[src/design/lrc_pkg.sv]
// Shared types, constants and clamp function for the line rasterizer.
package lrc_pkg;

   localparam int COORD_W   = 6;
   localparam int CFG_W     = 7;
   localparam int ERR_W     = 8;
   localparam int CSR_IDX_W = 1;

   localparam logic [CSR_IDX_W-1:0] REG_BUFFER_WIDTH  = 1'b0;
   localparam logic [CSR_IDX_W-1:0] REG_BUFFER_HEIGHT = 1'b1;

   localparam logic [CFG_W-1:0] BUFFER_SIZE_RESET = 7'd64;

   typedef logic [COORD_W-1:0] coord_type;

   typedef struct packed {
      coord_type x_start;
      coord_type y_start;
      coord_type x_end;
      coord_type y_end;
   } segment_type;

   typedef struct packed {
      coord_type major_start;
      coord_type major_stop;
      coord_type minor_start;
      coord_type minor_delta;
      coord_type span;
      logic      major_up;
      logic      minor_up;
      logic      x_major;
   } walk_init_type;

   typedef struct packed {
      logic load;
      logic advance;
   } step_ctrl_type;

   typedef struct packed {
      coord_type major;
      coord_type major_stop;
      coord_type minor;
      logic      major_up;
      logic      x_major;
      logic      last;
   } step_status_type;

   function automatic coord_type clamp_coord(input coord_type v, input logic [CFG_W-1:0] size);
      logic [CFG_W-1:0] lim;
      coord_type        res;
      lim = size - CFG_W'(1);
      if (size == '0) begin
         res = '0;
      end else if ({1'b0, v} >= size) begin
         res = lim[COORD_W-1:0];
      end else begin
         res = v;
      end
      return res;
   endfunction

endpackage

[src/design/lrc_setup.sv]
// Walk setup: picks major axis, start, stop, directions and error increments.
module lrc_setup (
   input  lrc_pkg::segment_type   seg,
   output lrc_pkg::walk_init_type init
);
   import lrc_pkg::*;

   coord_type dx_abs;
   coord_type dy_abs;
   logic      x_first;
   logic      y_first;

   always_comb begin
      dx_abs  = (seg.x_start > seg.x_end) ? seg.x_start - seg.x_end : seg.x_end - seg.x_start;
      dy_abs  = (seg.y_start > seg.y_end) ? seg.y_start - seg.y_end : seg.y_end - seg.y_start;
      x_first = seg.x_start < seg.x_end;
      y_first = seg.y_start < seg.y_end;
      init    = '0;
      if (seg.x_start == seg.x_end) begin
         // vertical or single point: walk y from the first endpoint
         init.major_start = seg.y_start;
         init.major_stop  = seg.y_end;
         init.major_up    = seg.y_end >= seg.y_start;
         init.minor_start = seg.x_start;
         init.minor_delta = '0;
         init.span        = dy_abs;
         init.x_major     = 1'b0;
      end else if (seg.y_start == seg.y_end) begin
         init.major_start = seg.x_start;
         init.major_stop  = seg.x_end;
         init.major_up    = seg.x_end > seg.x_start;
         init.minor_start = seg.y_start;
         init.minor_delta = '0;
         init.span        = dx_abs;
         init.x_major     = 1'b1;
      end else if (dy_abs <= dx_abs) begin
         init.major_start = x_first ? seg.x_start : seg.x_end;
         init.major_stop  = x_first ? seg.x_end : seg.x_start;
         init.major_up    = 1'b1;
         init.minor_start = x_first ? seg.y_start : seg.y_end;
         init.minor_up    = (seg.y_end > seg.y_start) == x_first;
         init.minor_delta = dy_abs;
         init.span        = dx_abs;
         init.x_major     = 1'b1;
      end else begin
         init.major_start = y_first ? seg.y_start : seg.y_end;
         init.major_stop  = y_first ? seg.y_end : seg.y_start;
         init.major_up    = 1'b1;
         init.minor_start = y_first ? seg.x_start : seg.x_end;
         init.minor_up    = (seg.x_end > seg.x_start) == y_first;
         init.minor_delta = dx_abs;
         init.span        = dy_abs;
         init.x_major     = 1'b0;
      end
   end

endmodule

[src/design/lrc_stepper.sv]
// Cell stepper: major counter, minor coordinate and shared error accumulator.
module lrc_stepper (
   input  logic                    clock,
   input  lrc_pkg::step_ctrl_type  ctrl,
   input  lrc_pkg::walk_init_type  init,
   output lrc_pkg::step_status_type status
);
   import lrc_pkg::*;

   coord_type               major_ff,  major_in;
   coord_type               stop_ff,   stop_in;
   coord_type               minor_ff,  minor_in;
   coord_type               delta_ff,  delta_in;
   coord_type               span_ff,   span_in;
   logic                    up_ff,     up_in;
   logic                    minor_up_ff, minor_up_in;
   logic                    x_major_ff, x_major_in;
   logic signed [ERR_W-1:0] err_ff,    err_in;
   logic signed [ERR_W-1:0] err_sum;
   logic signed [ERR_W-1:0] span_err;
   logic signed [ERR_W:0]   err_twice;
   logic                    minor_step;

   always_comb begin
      span_err   = $signed({{(ERR_W-COORD_W){1'b0}}, span_ff});
      err_sum    = err_ff + $signed({{(ERR_W-COORD_W){1'b0}}, delta_ff});
      err_twice  = {err_sum, 1'b0};
      minor_step = err_twice >= $signed({{(ERR_W+1-COORD_W){1'b0}}, span_ff});

      major_in    = major_ff;
      stop_in     = stop_ff;
      minor_in    = minor_ff;
      delta_in    = delta_ff;
      span_in     = span_ff;
      up_in       = up_ff;
      minor_up_in = minor_up_ff;
      x_major_in  = x_major_ff;
      err_in      = err_ff;
      if (ctrl.load) begin
         major_in    = init.major_start;
         stop_in     = init.major_stop;
         minor_in    = init.minor_start;
         delta_in    = init.minor_delta;
         span_in     = init.span;
         up_in       = init.major_up;
         minor_up_in = init.minor_up;
         x_major_in  = init.x_major;
         err_in      = '0;
      end else if (ctrl.advance) begin
         major_in = up_ff ? major_ff + COORD_W'(1) : major_ff - COORD_W'(1);
         if (minor_step) begin
            minor_in = minor_up_ff ? minor_ff + COORD_W'(1) : minor_ff - COORD_W'(1);
            err_in   = err_sum - span_err;
         end else begin
            err_in = err_sum;
         end
      end
   end

   always_ff @(posedge clock) begin
      major_ff    <= major_in;
      stop_ff     <= stop_in;
      minor_ff    <= minor_in;
      delta_ff    <= delta_in;
      span_ff     <= span_in;
      up_ff       <= up_in;
      minor_up_ff <= minor_up_in;
      x_major_ff  <= x_major_in;
      err_ff      <= err_in;
   end

   assign status.major      = major_ff;
   assign status.major_stop = stop_ff;
   assign status.minor      = minor_ff;
   assign status.major_up   = up_ff;
   assign status.x_major    = x_major_ff;
   assign status.last       = major_ff == stop_ff;

endmodule

[src/design/line_rasterizer_clamped.sv]
// Top level: segment in, clamped grid cells out, one per cycle while rsp is not stalled.
//
//   channel | direction | handshake            | payload
//   req     | in        | req_valid/req_ready  | x_start, y_start, x_end, y_end
//   rsp     | out       | rsp_valid/rsp_ready  | cell_x, cell_y, last_cell
//   csr     | in        | csr_write_en         | csr_index, csr_wdata
//
// A segment of N cells is accepted, set up, then walked one cell per cycle
// while rsp is not stalled, from the stepper's error accumulator; N is at most GRID_SIZE.
// One segment is in flight at a time; req_ready is high only between segments.
// Reset clears the sequencer, the output valid and sets both buffer sizes to 64.
// A stalled rsp holds the stepper; the next request is taken while the final
// cell still waits in the output register.
module line_rasterizer_clamped #(
   parameter int GRID_SIZE = 64
) (
   input  logic                            clock,
   input  logic                            reset,
   input  logic                            req_valid,
   output logic                            req_ready,
   input  logic [lrc_pkg::COORD_W-1:0]     req_x_start,
   input  logic [lrc_pkg::COORD_W-1:0]     req_y_start,
   input  logic [lrc_pkg::COORD_W-1:0]     req_x_end,
   input  logic [lrc_pkg::COORD_W-1:0]     req_y_end,
   output logic                            rsp_valid,
   input  logic                            rsp_ready,
   output logic [lrc_pkg::COORD_W-1:0]     rsp_cell_x,
   output logic [lrc_pkg::COORD_W-1:0]     rsp_cell_y,
   output logic                            rsp_last_cell,
   input  logic                            csr_write_en,
   input  logic [lrc_pkg::CSR_IDX_W-1:0]   csr_index,
   input  logic [lrc_pkg::CFG_W-1:0]       csr_wdata
);
   import lrc_pkg::*;

   localparam coord_type COORD_MAX = COORD_W'(GRID_SIZE - 1);

   localparam logic [1:0] ST_IDLE  = 2'd0;
   localparam logic [1:0] ST_SETUP = 2'd1;
   localparam logic [1:0] ST_WALK  = 2'd2;

   logic [1:0]       state_ff, state_in;
   logic [CFG_W-1:0] width_ff, width_in;
   logic [CFG_W-1:0] height_ff, height_in;
   segment_type      seg_ff, seg_in;
   logic             rsp_valid_ff, rsp_valid_in;
   coord_type        cell_x_ff, cell_x_in;
   coord_type        cell_y_ff, cell_y_in;
   logic             last_ff, last_in;

   walk_init_type    init;
   step_ctrl_type    ctrl;
   step_status_type  status;
   logic             req_accept;
   logic             out_free;
   coord_type        raw_x;
   coord_type        raw_y;

   function automatic coord_type sat_coord(input coord_type v);
      return (v > COORD_MAX) ? COORD_MAX : v;
   endfunction

   lrc_setup u_setup (
      .seg  (seg_ff),
      .init (init)
   );

   lrc_stepper u_stepper (
      .clock  (clock),
      .ctrl   (ctrl),
      .init   (init),
      .status (status)
   );

   assign req_ready  = state_ff == ST_IDLE;
   assign req_accept = req_valid && req_ready;
   assign out_free   = !rsp_valid_ff || rsp_ready;
   assign raw_x      = status.x_major ? status.major : status.minor;
   assign raw_y      = status.x_major ? status.minor : status.major;

   always_comb begin
      state_in     = state_ff;
      seg_in       = seg_ff;
      ctrl         = '0;
      rsp_valid_in = rsp_valid_ff && !rsp_ready;
      cell_x_in    = cell_x_ff;
      cell_y_in    = cell_y_ff;
      last_in      = last_ff;
      width_in     = width_ff;
      height_in    = height_ff;

      if (csr_write_en) begin
         case (csr_index)
            REG_BUFFER_WIDTH:  width_in  = csr_wdata;
            REG_BUFFER_HEIGHT: height_in = csr_wdata;
            default: ;
         endcase
      end

      case (state_ff)
         ST_IDLE: begin
            if (req_accept) begin
               seg_in.x_start = sat_coord(req_x_start);
               seg_in.y_start = sat_coord(req_y_start);
               seg_in.x_end   = sat_coord(req_x_end);
               seg_in.y_end   = sat_coord(req_y_end);
               state_in       = ST_SETUP;
            end
         end
         ST_SETUP: begin
            ctrl.load = 1'b1;
            state_in  = ST_WALK;
         end
         ST_WALK: begin
            if (out_free) begin
               ctrl.advance = 1'b1;
               rsp_valid_in = 1'b1;
               cell_x_in    = clamp_coord(raw_x, width_ff);
               cell_y_in    = clamp_coord(raw_y, height_ff);
               last_in      = status.last;
               if (status.last) begin
                  state_in = ST_IDLE;
               end
            end
         end
         default: begin
            state_in = ST_IDLE;
         end
      endcase
   end

   always_ff @(posedge clock) begin
      if (reset) begin
         state_ff     <= ST_IDLE;
         rsp_valid_ff <= 1'b0;
         width_ff     <= BUFFER_SIZE_RESET;
         height_ff    <= BUFFER_SIZE_RESET;
      end else begin
         state_ff     <= state_in;
         rsp_valid_ff <= rsp_valid_in;
         width_ff     <= width_in;
         height_ff    <= height_in;
      end
   end

   always_ff @(posedge clock) begin
      seg_ff    <= seg_in;
      cell_x_ff <= cell_x_in;
      cell_y_ff <= cell_y_in;
      last_ff   <= last_in;
   end

   assign rsp_valid     = rsp_valid_ff;
   assign rsp_cell_x    = cell_x_ff;
   assign rsp_cell_y    = cell_y_ff;
   assign rsp_last_cell = last_ff;

   a_accept_to_setup: assert property (@(posedge clock) disable iff (reset)
      req_accept |=> state_ff == ST_SETUP && !req_ready)
      else $error("accepted request did not enter setup");

   a_last_ends_walk: assert property (@(posedge clock) disable iff (reset)
      (state_ff == ST_WALK && out_free && status.last) |=> state_ff == ST_IDLE && rsp_last_cell)
      else $error("final cell did not end the walk");

   a_walk_toward_stop: assert property (@(posedge clock) disable iff (reset)
      state_ff == ST_WALK |-> (status.major == status.major_stop)
         || (status.major_up && status.major < status.major_stop)
         || (!status.major_up && status.major > status.major_stop))
      else $error("major counter passed its stop");

endmodule
[config.mk]
export PLATFORM = sky130hd
export DESIGN_NAME = line_rasterizer_clamped
export DESIGN_NICKNAME = d
export VERILOG_FILES = /design/src/design/lrc_pkg.sv /design/src/design/lrc_setup.sv /design/src/design/lrc_stepper.sv /design/src/design/line_rasterizer_clamped.sv
export SDC_FILE = /design/constraint.sdc
export NUM_CORES = 1
export LEC_CHECK = 0
export ABC_AREA = 1
export BUFFER_PORTS_ARGS = -buffer_cell sky130_fd_sc_hd__buf_2
export CORE_ASPECT_RATIO = 2
export CORE_UTILIZATION = 25
export DETAILED_ROUTE_END_ITERATION = 16
export PLACE_DENSITY = 0.4
export SLEW_MARGIN = 40
export SYNTH_ARGS = -nofsm -noshare
export SYNTH_HDL_FRONTEND = slang
export SYNTH_SLANG_ARGS = --single-unit
export TNS_END_PERCENT = 1
[constraint.sdc]
create_clock -name clock -period 9 [get_ports clock]
set_input_delay 0 -clock clock [delete_from_list [all_inputs] [get_ports clock]]
set_output_delay 0 -clock clock [all_outputs]
set_load 0.03 [all_outputs]
==> insert_results.sql <==
INSERT INTO impl_metrics (metric_group, metric, value, unit) VALUES
('placement', 'hpwlAfterDp', '18800', 'um'),
('setup_path', 'critical_path.cell_chain', 'ha_1, nand2_1, nor2_1, nand2_1, nand3_2, nand2_2, inv_2, nand2_1, nand2_1, inv_1, ha_1, nand2_1, nor2_1, o21ai_0, nand3_2, nand2_2, bufinv_8, nand3_1, nand3_1, nand2_1, nand2_1, nand2_1', ''),
('drt', 'detail_route.wl_per_cell', '15.9', 'um'),
('layout', 'num-nets-final', '1194', ''),
('setup_path', 'timing.critical_path.mode_cell', 'sky130_fd_sc_hd__nand2_1', ''),
('clock_tree', 'clock_tree.root_cell', 'sky130_fd_sc_hd__clkbuf_16', ''),
('setup_path', 'rr_startpoint', 'seg_ff[23]', ''),
('setup_path', 'critical_path.startpoint_type', 'register', ''),
('global_routing', 'grt_start_max_net_pins', '43', ''),
('floorplan', 'die_height', '250', 'um'),
('drt', 'route.vias.total', '6714', ''),
('global_routing', 'global_route.overflow_total', '0', ''),
('power', 'post-layout-total-power', '0.00238', 'W'),
('timing', 'fmax', '0.217', 'GHz'),
('floorplan', 'placeableCoreArea', '30300', 'um^2'),
('floorplan', 'initial_core_util', '25.4', '%'),
('floorplan', 'floorplan.die_area', '31600', 'um^2'),
('layout', 'diodes_inserted', '0', ''),
('drt', 'drtPass1Iterations', '5', ''),
('timing', 'period_share', '51.2', '%'),
('setup_path', 'timing.critical_path.fanout_max', '24', ''),
('timing', 'layout_min_cycle_time', '4.61', 'ns'),
('clock_tree', 'cts_max_path_buffers', '2', ''),
('setup_path', 'cp_slowest_cell', 'sky130_fd_sc_hd__edfxtp_1', ''),
('synth', 'synth.yosys.seq_area_share', '33.8', '%'),
('clock_tree', 'worstSkewPairLatency', '0.38', 'ns'),
('synth', 'syn_inst_count', '1035', ''),
('layout', 'drive_above_1_share', '9.86', '%'),
('setup_path', 'reg2reg_depth', '22', ''),
('synth', 'synth-edff-count', '70', ''),
('synth', 'synth-warning-count', '0', ''),
('hold_path', 'worstHoldPathType', 'input port to register', ''),
('timing', 'rsz0062_at_grt', 'no', ''),
('setup_path', 'critPathCapture', 'u_stepper.major_ff[4]', ''),
('floorplan', 'rows', '90', ''),
('timing', 'finalHoldViolCount', '0', ''),
('synth', 'synth-seq-cells', '95', ''),
('setup_path', 'critical_path.endpoint_type', 'register', ''),
('drt', 'postRouteAntennaNets', '0', ''),
('floorplan', 'top_level_ports', '52', ''),
('setup_path', 'worstSetupStartpoint', 'seg_ff[23]', ''),
('outcome', 'outcome', 'completed', ''),
('setup_path', 'critical_path_required', '9.13', 'ns'),
('global_routing', 'antenna_found_initial', '0', ''),
('drt', 'viasPerCell', '4.62', ''),
('timing', 'timing_worst_slew_pin_value', '0.794', 'ns'),
('global_routing', 'grt_util_all_layers', '15.4', '%'),
('power', 'p_leak', '4.19', 'nW'),
('clock_tree', 'clock_tree_sinks', '95', ''),
('synth', 'postSynthNetCount', '1149', ''),
('power', 'pwr_density_cell', '268', 'nW/um^2'),
('setup_path', 'critical-path-max-stage-delay', '0.50', 'ns'),
('timing', 'worst_case_clock_skew', '0.0108', 'ns'),
('setup_path', 'critical_path.reg2reg.endpoint', 'u_stepper.major_ff[4]', ''),
('timing', 'timing.final.max_slew_violations', '0', ''),
('clock_tree', 'htree_num_levels', '3', ''),
('timing', 'setup_total_negative_slack', '0', 'ns'),
('placement', 'gp_congestion', '0.831', ''),
('setup_path', 'worst-endpoint-arrival', '4.74', 'ns'),
('synth', 'synth.lib_cells_used.distinct', '44', ''),
('layout', 'fin_cells', '1453', ''),
('drt', 'number_of_design_rule_violations_left_by_the_first_detailed_router_iteration', '341', ''),
('floorplan', 'die-width', '126', 'um'),
('clock_tree', 'cts_buf_count', '9', ''),
('clock_tree', 'clk_pin_slew', '0.07', 'ns'),
('global_routing', 'first_global_vias', '6938', ''),
('drt', 'detail_route.drc_violations', '0', ''),
('layout', 'syn2layout_area_growth', '15.0', '%'),
('power', 'power.ir.vdd_worst', '106', 'uV'),
('timing', 'final_setup_viols', '0', ''),
('synth', 'async_reset_ff_share', '0', '%');
per-layer routing:
metal | track usage [%] | up-vias | share of wire, %
met2 | 31.1 | 126 | 57
met3 | 1.96 | 46 | 2.3
met1 | 14.3 | 3049 | 36
li1 | - | 3493 | -
met5 | 0 | - | 0
met4 | 8.74 | 0 | 4.3
how the worst min path moves through the flow:
stage | startpoint | to | slack [ns] | cells past startpoint
floorplan | reset | rsp_valid | 0.07 | 1
global placement | req_y_start[5] | seg_ff[17] | 0.18 | 1
finish | csr_index | width_ff[5] | 0.16 | 4
CTS | csr_index | width_ff[3] | 0.15 | 4
global route | csr_write_en | height_ff[5] | 0.23 | 3
detailed placement | req_x_end[3] | seg_ff[9] | 0.18 | 1
power by group:
group | internal (W) | switching [W]
clock network | 0.000215 | 0.000183
registers | 0.000581 | 0.0000546
logic | 0.000483 | 0.000861
Yosys cell counts, drive strengths merged (6+ instances only):
cell	n	area, um^2
nand3	87	493
nand4	19	119
clkbuf	41	155
xnor2	8	70.1
o21ai	90	454
o211ai	6	45.0
fa	8	160
or2	8	50.1
inv	143	539
nor2	64	248
edfxtp	70	2100
a21oi	81	413
nand2	251	975
ha	69	863
dfxtp	25	500
buf	16	113
xor2	23	201
cell families (layout without fill, tap and decap cells):
| kind of cell | count (synthesis) | after routing | share of synthesized area [%] |
|---|---|---|---|
| AND/OR/NAND/NOR | 436 | 436 | 25.1 |
| multiplexers | 1 | 1 | 0.130 |
| adder cells (fa/ha/maj) | 77 | 77 | 13.3 |
| AO/OA/AOI/OAI | 194 | 194 | 13.5 |
| XOR/XNOR | 31 | 31 | 3.52 |
| buffers and inverters | 201 | 251 | 10.7 |
| flip-flops | 95 | 95 | 33.8 |
layout make-up:
type                            count  area [um^2]
Clock buffer                        9          225
Fill cell                        3246        21400
Multi-Input combinational cell    739         4300
Inverter                          144          557
Tap cell                          368          460
Sequential cell                    95         2600
Timing Repair Buffer               91          646
Clock inverter                      7         68.8
flip-flops by register name, summed over array words and instances, names as in the netlist, 2 cells and up:
name,count
seg_ff,24
u_stepper.err_ff,8
u_stepper.major_ff,6
u_stepper.span_ff,6
height_ff,7
rsp_cell_x,6
u_stepper.stop_ff,6
rsp_cell_y,6
u_stepper.delta_ff,6
width_ff,7
state_ff,2
u_stepper.minor_ff,6
cell usage in the layout, fill, tap and decap left out, types with 3 or more instances in the layout:
cell type and instances:
sky130_fd_sc_hd__a21o_1 4, sky130_fd_sc_hd__a21oi_1 78, sky130_fd_sc_hd__a21oi_2 3, sky130_fd_sc_hd__a31oi_1 4, sky130_fd_sc_hd__buf_2 51, sky130_fd_sc_hd__buf_4 4, sky130_fd_sc_hd__clkbuf_16 9, sky130_fd_sc_hd__dfxtp_1 25
sky130_fd_sc_hd__dlygate4sd3_1 36, sky130_fd_sc_hd__edfxtp_1 70, sky130_fd_sc_hd__fa_1 8, sky130_fd_sc_hd__ha_1 69, sky130_fd_sc_hd__inv_1 140, sky130_fd_sc_hd__nand2_1 240, sky130_fd_sc_hd__nand2_2 10, sky130_fd_sc_hd__nand3_1 80
sky130_fd_sc_hd__nand3_2 3, sky130_fd_sc_hd__nand3_4 4, sky130_fd_sc_hd__nand3b_1 4, sky130_fd_sc_hd__nand4_1 19, sky130_fd_sc_hd__nor2_1 61, sky130_fd_sc_hd__o211ai_1 6, sky130_fd_sc_hd__o21ai_0 81, sky130_fd_sc_hd__o21ai_1 8
sky130_fd_sc_hd__or2_2 7, sky130_fd_sc_hd__xnor2_1 8, sky130_fd_sc_hd__xor2_1 23
worst max-delay path: cells and delay by family (launching register included):
family,cells,cell delay [ns]
AOI/OAI and AO/OA,1,0.12
adders and majority gates,2,0.78
buffers and inverters,3,0.56
DFF,1,0.50
and+or+nand+nor,16,2.37
metrics by stage:
stage          utilization (%)  instance area (um^2)  hold WS [ns]  setup slack (ns)
2_1_floorplan                -                  7700        0.0691              5.68
3_3_place_gp              27.1                  8200         0.178              4.28
3_5_place_dp              27.1                  8200         0.178              4.26
4_1_cts                   29.2                  8850         0.152              4.23
5_1_grt                   29.3                  8860         0.229              3.89
6_report                  29.3                  8860         0.161              4.39
repair_timing:
action,in CTS,in global routing
hold endpoints to repair,38,0
setup buffers,0,0
hold buffers,36,0
Note: power is estimated with default switching activity, not from simulation.
